File: config.mk
export PLATFORM = sky130hd
export DESIGN_NAME = sgtm_ctrl
export DESIGN_NICKNAME = d
export VERILOG_FILES = /design/src/sv/sgtm_pkg.sv /design/src/sv/sgtm_ctrl.sv
export SDC_FILE = /design/constraint.sdc
export NUM_CORES = 1
export LEC_CHECK = 0
export BUFFER_PORTS_ARGS = -buffer_cell sky130_fd_sc_hd__buf_2
export CAP_MARGIN = 20
export CELL_PAD_IN_SITES_DETAIL_PLACEMENT = 1
export CELL_PAD_IN_SITES_GLOBAL_PLACEMENT = 2
export CORE_UTILIZATION = 20
export CTS_CLUSTER_DIAMETER = 100
export DETAILED_ROUTE_END_ITERATION = 10
export PLACE_DENSITY_LB_ADDON = 0.1
export SYNTH_ARGS = -nofsm -noshare
export SYNTH_HDL_FRONTEND = slang
export SYNTH_SLANG_ARGS = --single-unit
export TNS_END_PERCENT = 10
File: constraint.sdc
create_clock -name clk -period 1.8 [get_ports clk]
set_clock_uncertainty 0.1 [all_clocks]
set_input_delay 0.09 -clock clk [delete_from_list [all_inputs] [get_ports clk]]
set_output_delay 0.09 -clock clk [all_outputs]
set_load 0.01 [all_outputs]
File: src/sv/sgtm_pkg.sv
`default_nettype none
package sgtm_pkg;
	localparam int MAX_ITEMS   = 256;
	localparam int VALUE_WIDTH = 32;
	localparam int IDX_W       = $clog2(MAX_ITEMS);
	localparam int CNT_W       = $clog2(MAX_ITEMS + 1);
	localparam int MATCH_W     = 9;

	typedef logic [VALUE_WIDTH-1:0] value_t;
	typedef logic [IDX_W-1:0]       idx_t;
	typedef logic [CNT_W-1:0]       cnt_t;

	typedef enum logic [1:0] {
		ACT_DEMAND   = 2'd0,
		ACT_CAPACITY = 2'd1,
		ACT_EVAL     = 2'd2,
		ACT_NONE     = 2'd3
	} action_t;

	typedef enum logic [2:0] {
		ST_IDLE,
		ST_INS_RD,
		ST_INS_CMP,
		ST_WALK_RD,
		ST_WALK_CMP,
		ST_OUT
	} state_t;

	// controller to datapath
	typedef struct packed {
		logic load_req;   // capture request
		logic ins_start;  // start insertion (pointer = count)
		logic ins_rd;     // read entry pointer-1
		logic ins_shift;  // write read entry at pointer, step down
		logic ins_place;  // write value at pointer, bump count
		logic drop;       // set overflow flag
		logic walk_start;
		logic walk_rd;
		logic walk_step;
		logic out_load;   // capture result, clear lists
	} sgtm_cmd_t;

	// datapath to controller
	typedef struct packed {
		logic    full;
		logic    ins_at_bottom;
		logic    ins_gt;
		logic    walk_done;
		action_t action;
	} sgtm_stat_t;
endpackage
`default_nettype wire

File: src/sv/sgtm_ctrl.sv
`default_nettype none
module sgtm_ctrl
	import sgtm_pkg::*;
(
	input  wire logic       clk,
	input  wire logic       arst_n,
	input  wire sgtm_stat_t stat,
	input  wire logic       in_valid,
	output logic            in_ready,
	output logic            out_valid,
	input  wire logic       out_ready,
	output sgtm_cmd_t       cmd
);
	state_t state_q, state_d;
	logic   ov_q, ov_d;

	always_ff @(posedge clk or negedge arst_n) begin
		if (!arst_n) begin
			state_q <= ST_IDLE;
			ov_q    <= 1'b0;
		end else begin
			state_q <= state_d;
			ov_q    <= ov_d;
		end
	end

	always_comb begin
		state_d  = state_q;
		cmd      = '0;
		ov_d     = ov_q;
		in_ready = 1'b0;
		if (ov_q && out_ready)
			ov_d = 1'b0;
		case (state_q)
			ST_IDLE: begin
				in_ready = 1'b1;
				if (in_valid) begin
					cmd.load_req = 1'b1;
					state_d = ST_INS_RD;
				end
			end
			ST_INS_RD: begin
				case (stat.action)
					ACT_DEMAND, ACT_CAPACITY: begin
						if (stat.full) begin
							cmd.drop = 1'b1;
							state_d  = ST_IDLE;
						end else begin
							cmd.ins_start = 1'b1;
							state_d = ST_INS_CMP;
						end
					end
					ACT_EVAL: begin
						cmd.walk_start = 1'b1;
						state_d = ST_WALK_RD;
					end
					default: state_d = ST_IDLE;
				endcase
			end
			ST_INS_CMP: begin
				// pointer valid; read below it, then decide next cycle
				if (stat.ins_at_bottom) begin
					cmd.ins_place = 1'b1;
					state_d = ST_IDLE;
				end else begin
					cmd.ins_rd = 1'b1;
					state_d = ST_OUT;
				end
			end
			ST_OUT: begin
				// compare entry below pointer with new value
				if (stat.ins_gt) begin
					cmd.ins_shift = 1'b1;
					state_d = ST_INS_CMP;
				end else begin
					cmd.ins_place = 1'b1;
					state_d = ST_IDLE;
				end
			end
			ST_WALK_RD: begin
				if (stat.walk_done) begin
					if (!ov_q || out_ready) begin
						cmd.out_load = 1'b1;
						ov_d = 1'b1;
						state_d = ST_IDLE;
					end
				end else begin
					cmd.walk_rd = 1'b1;
					state_d = ST_WALK_CMP;
				end
			end
			ST_WALK_CMP: begin
				cmd.walk_step = 1'b1;
				state_d = ST_WALK_RD;
			end
			default: state_d = ST_IDLE;
		endcase
	end

	assign out_valid = ov_q;
endmodule
`default_nettype wire

==> impl_metrics.ini, run 1 <==
[synth]
synth_xor_xnor_area_share_pct = 0
muxShareOfSynthArea_pct = 0
ys_types = 27
syn-num-nets = 50
syn_area_um2 = 348
synth_top_family_by_area = simple AND/OR/NAND/NOR gates
yosysWarnings = 0
ys_seq_elements = 4
synth-compound-area-share_pct = 14.7
synth_fa_ha_area_share_pct = 0
seq_area_frac_synth_pct = 28.8
syn_avg_cell_area_um2 = 8.70
synth_cells = 40
yosys.area_share.simple_pct = 44.2

[critical_path]
critPathMaxStageDelay_ns = 0.60
worstPathMaxFanout = 14
start_kind = flip-flop
r2r_cells = 3
required_ns = 1.61
rr_endpoint = state_q[1]
criticalPathCategory = reg2out
startpoint = state_q[2]
crit_buf_inv = 2
timing.rr.start = state_q[2]
path_cells = or4_4, inv_1, buf_2
path_depth = 3
cp_slowest_cell = or4_4
end_kind = output port
crit_path_end = cmd[8]
cp.arrival_ns = 1.51
cp_top_family = simple AND/OR/NAND/NOR gates
rrSetupSlack_ns = 0.37

[timing]
finalMaxSlewViolations = 0
finalSetupTns_ns = 0
period_share_pct = 94.6
slew_headroom_pct = 73.7
min_period_ns = 1.70
tightest_slew_ns = 0.395
hold_viol = 0
fmax_mhz = 587
setup_viol = 0
rsz0062_at_grt = no
whs_ns = 0.0396

[clocking]
cts_root_buffer = clkbuf_4
path_clk_slew_ns = 0.04
cts_buffers = 3
htreeDepth = 1
clk_latency_ns = 0.23
cts_tree = done
cts.sinks = 4
clockBufferDepth = 2

[floorplanning]
die_w_um = 43.7
coreArea_um2 = 1560
die_h_um = 43.7
fp-row-count = 14
initial_core_util_pct = 22.3
dieArea_um2 = 1910
num_io_pins = 22

[run]
drv_cap = 0

[layout]
final_net_count = 75
antenna_cells = 0
area_growth_pct = 41.4
seqCellArea_um2 = 100
drive_gt1_share_pct = 49.2
multi_input_area_um2 = 205
fill_cells = 205

[power]
power.leakage_uw = 0.000268
ir_drop_mv = 0.364
power_uw = 648
power.density_nw_per_um2 = 1320

[drt]
vias_per_cell = 4.68
drtAntennaViolNets = 0
firstDrtPassIters = 4
drt-initial-drc-count = 3
vias = 370
wl_um = 903
avgRoutedWirePerCell_um = 11.4
drc = 0

[placement]
numPortBuffers = 21
place.gp.congestion = 0.668
dpl.hpwl_um = 725

[global_route]
grt.total_usage_pct = 10.8
grt_overflow = 0
antenna_found_initial = 0
grt_max_degree = 15
grt_pass1_vias = 388
grt_pass1_wl_um = 1500

[hold_path]
min-delay-start = in_valid
hold_path.class = in2reg

[status]
status = finished, final reports clean
-- placed cells by master, fill, tap and decap left out, types with 2 or more instances in the layout --
master         instances
nor3_1                 2
o21ai_0                2
dfrtp_1                4
or3_1                  2
nand2_1                2
and3_1                 2
dlygate4sd3_1          2
nor4b_1                2
inv_1                  5
buf_2                 21
clkbuf_4               3
-- logic make-up after synthesis --
| group | Yosys count |
|---|---|
| buf+inv | 8 |
| compound gates | 7 |
| simple gates | 21 |
| flops | 4 |
-- stage by stage --
| step | utilization, % | setup WS (ns) | area, µm² | cells |
|---|---|---|---|---|
| floorplan | - | 0.478 | 348 | 40 |
| global placement | 28.8 | 0.318 | 449 | 74 |
| detailed placement | 28.8 | 0.336 | 449 | 74 |
| CTS | 31.5 | 0.0813 | 492 | 79 |
| global route | 31.5 | 0.0360 | 492 | 79 |
| finish | 31.5 | 0.0971 | 492 | 79 |
-- power by group --
group | internal, µW | switching (µW)
Clock | 74.5 | 36.0
Sequential | 125 | 89.6
Combinational | 167 | 155
-- worst min-delay path by stage --
stage / end / slack [ns] / depth (start not counted)
floorplan: out_valid / -0.31 / 0
global placement: out_valid / -0.20 / 1
detailed placement: out_valid / -0.20 / 1
CTS: state_q[0] / 0.04 / 3
global route: state_q[0] / 0.07 / 3
finish: state_q[0] / 0.04 / 3
-- what timing repair did --
item,CTS,global route
setup endpoints to repair,0,0
resized for setup,0,0
hold buffers,2,0
endpoints found under the hold margin,5,0
setup buffers,0,0
-- sequential cells by signal, summed over array words and instances (netlist names) --
name,cells
state_q,3
out_valid,1
-- cell usage after synthesis (all sizes together) --
| library cell | count | area share [%] |
|---|---|---|
| dfrtp | 4 | 29 |
| inv | 5 | 5.4 |
| nor4b | 2 | 5.0 |
| o32ai | 1 | 2.5 |
| nand2b | 2 | 5.8 |
| nor4 | 1 | 3.6 |
| nor3b | 1 | 2.2 |
| nand4b | 1 | 2.5 |
| a22oi | 1 | 2.2 |
| o211ai | 2 | 5.8 |
| and2b | 1 | 2.5 |
| nand3 | 1 | 1.4 |
| or3 | 2 | 3.6 |
| or4 | 1 | 3.2 |
| and3 | 2 | 3.6 |
| or2 | 1 | 1.8 |
| a21oi | 1 | 1.4 |
| nor3 | 2 | 2.9 |
| o21ai | 2 | 2.9 |
| nand2 | 2 | 2.2 |
| and2 | 2 | 4.0 |
| buf | 3 | 6.8 |
-- worst register-to-register path: stages, from the launching register on --
cell and delay (ns):
dfrtp_1 0.51, nand4b_1 0.27, or3_1 0.38, o211ai_2 0.09
-- routing by layer --
metal,routed length (µm),vias to the layer above,GRT usage [%]
met3,29,0,2.50
li1,-,189,-
met4,0,0,5.63
met1,467,171,14.0
met2,405,10,16.4
met5,0,-,0
-- area by class of cell --
cell class | instances | area share (%)
clock buffers | 3 | 4.58
multi-input cells | 28 | 41.7
inverters | 5 | 3.82
repair buffers | 23 | 25.4
flip-flops and latches | 4 | 20.4
well taps | 16 | 4.07
No activity file was read; power rests on OpenSTA's default activity.
==> run 2, diff against run 1 <==
Settings changed: CORE_MARGIN set to 2.
==> run 2 against run 1 <==
Combinational power hardly changed. Final area is 0.76% higher. Total power increased by 0.82%. Critical endpoint unchanged. Hold slack improved by 0.0069 ns. Global-route usage shrank 0.72 points.
==> impl_metrics.ini, run 2 (synthesis results as in run 1) <==
[critical_path]
start_kind = flip-flop
path_cells = nand2b_4, or4_4, inv_1, buf_2
criticalPathCategory = reg2out
end_kind = output port
required_ns = 1.61
worstPathMaxFanout = 9
cp_slowest_cell = dfrtp_2
cp.arrival_ns = 1.46
critPathMaxStageDelay_ns = 0.46

[timing]
hold_viol = 0
slew_headroom_pct = 76.7
finalMaxSlewViolations = 0
period_share_pct = 91.9
finalSetupTns_ns = 0
tightest_slew_ns = 0.349
setup_viol = 0
fmax_mhz = 604
min_period_ns = 1.65
rsz0062_at_grt = no

[drt]
firstDrtPassIters = 3
drc = 0
wl_um = 936
avgRoutedWirePerCell_um = 11.7
drt-initial-drc-count = 4
vias = 376
drtAntennaViolNets = 0
vias_per_cell = 4.70

[clocking]
cts_root_buffer = clkbuf_4
clk_latency_ns = 0.23
clockBufferDepth = 2
cts_buffers = 3
post_cts_buffers = 0
path_clk_slew_ns = 0.04
htreeDepth = 1
cts.sinks = 4
cts_tree = done

[status]
status = finished, final reports clean

[placement]
place.gp.congestion = 0.566
numPortBuffers = 21
dp_cells = 75
dpl.hpwl_um = 748

[layout]
largest_register = state_q
largest_register_ffs = 3
final_net_count = 75
layout.cells.non_filler = 80
drive_gt1_share_pct = 52.4
area_growth_pct = 42.4
antenna_cells = 0
layout_commonest_cell = buf_2
final_cell_mix = buf_2, inv_1, clkbuf_4

[power]
p_seq_share_pct = 33.8
combPwrFrac_pct = 49.3
pwr-share-clk_pct = 16.9
power.density_nw_per_um2 = 1320
p_int_uw = 371
power.leakage_uw = 0.000265
ir_drop_mv = 0.346
power_switching_uw = 282
power_switching_share_pct = 43.2

[hold_path]
hold_path.class = in2reg

[floorplanning]
coreArea_um2 = 1690
num_io_pins = 22
fp-row-count = 15
dieArea_um2 = 2090
die_h_um = 45.7
die_w_um = 45.7
initial_core_util_pct = 20.6

[global_route]
grt.total_usage_pct = 10.0
antenna_found_initial = 0
grt_max_degree = 15
grt_overflow = 0
grt_pass1_wl_um = 1500
grt_pass1_vias = 382

[run]
drv_cap = 0
-- run 2: changes by cell type in the layout (fill, tap and decap cells not counted) --
| cell | change |
|---|---|
| dfrtp_1 | -2 |
| dfrtp_2 | +2 |
-- run 2: worst paths after layout --
| kind | startpoint | cells past startpoint | slack [ns] | to |
|---|---|---|---|---|
| max | state_q[1] | 4 | 0.15 | cmd[8] |
| max in group asynchronous | arst_n | 2 | 1.37 | state_q[2] |
| min | in_valid | 3 | 0.05 | state_q[0] |
| min in group asynchronous | arst_n | 2 | 0.09 | out_valid |
| min reg2reg | out_valid | 2 | 0.47 | out_valid |
| max reg2reg | state_q[2] | 3 | 0.42 | state_q[1] |
-- run 2: cell type report --
type                            count  area, µm²
Inverter                            5       18.8
Sequential cell                     4        103
Tap cell                           17       21.3
Fill cell                         220       1190
Multi-Input combinational cell     28        205
Timing Repair Buffer               23        125
Clock buffer                        3       22.5
-- run 2: metal layers --
| metal | GRT usage (%) | routed length [µm] | vias up |
|---|---|---|---|
| met5 | 0 | 0 | - |
| li1 | - | - | 191 |
| met1 | 10.3 | 409 | 173 |
| met3 | 2.38 | 53 | 0 |
| met2 | 19.4 | 472 | 12 |
| met4 | 3.43 | 0 | 0 |
-- run 2: what timing repair did --
action                     4_1_cts  5_1_grt
resized for setup                0        2
setup endpoints to repair        0        1
hold endpoints to repair         5        0
hold buffers                     2        0
-- run 2: critical path, delay by kind of cell (launching register included) --
kind          cells  cell delay [ns]
flops             1             0.46
simple gates      2             0.60
buf+inv           2             0.18
-- run 2: power by group through the flow --
stage / clock network (µW) / registers (µW) / logic (µW)
after floorplan: 0 / 145 / 316
after CTS: 112 / 222 / 330
after detailed placement: 0 / 223 / 325
after global routing: 124 / 238 / 356
after global placement: 0 / 224 / 328
final: 110 / 220 / 322
-- run 2: per-stage QoR --
stage	hold slack (ns)	utilization, %	area, µm²	setup slack (ns)	power [µW]
after detailed placement	-0.202	26.7	450	0.311	548
after global placement	-0.203	26.7	450	0.318	552
final	0.0465	29.3	495	0.146	653
after CTS	0.0467	29.2	493	0.0619	665
after global routing	0.0539	29.3	495	0.0383	718
after floorplan	-0.306	-	348	0.478	461
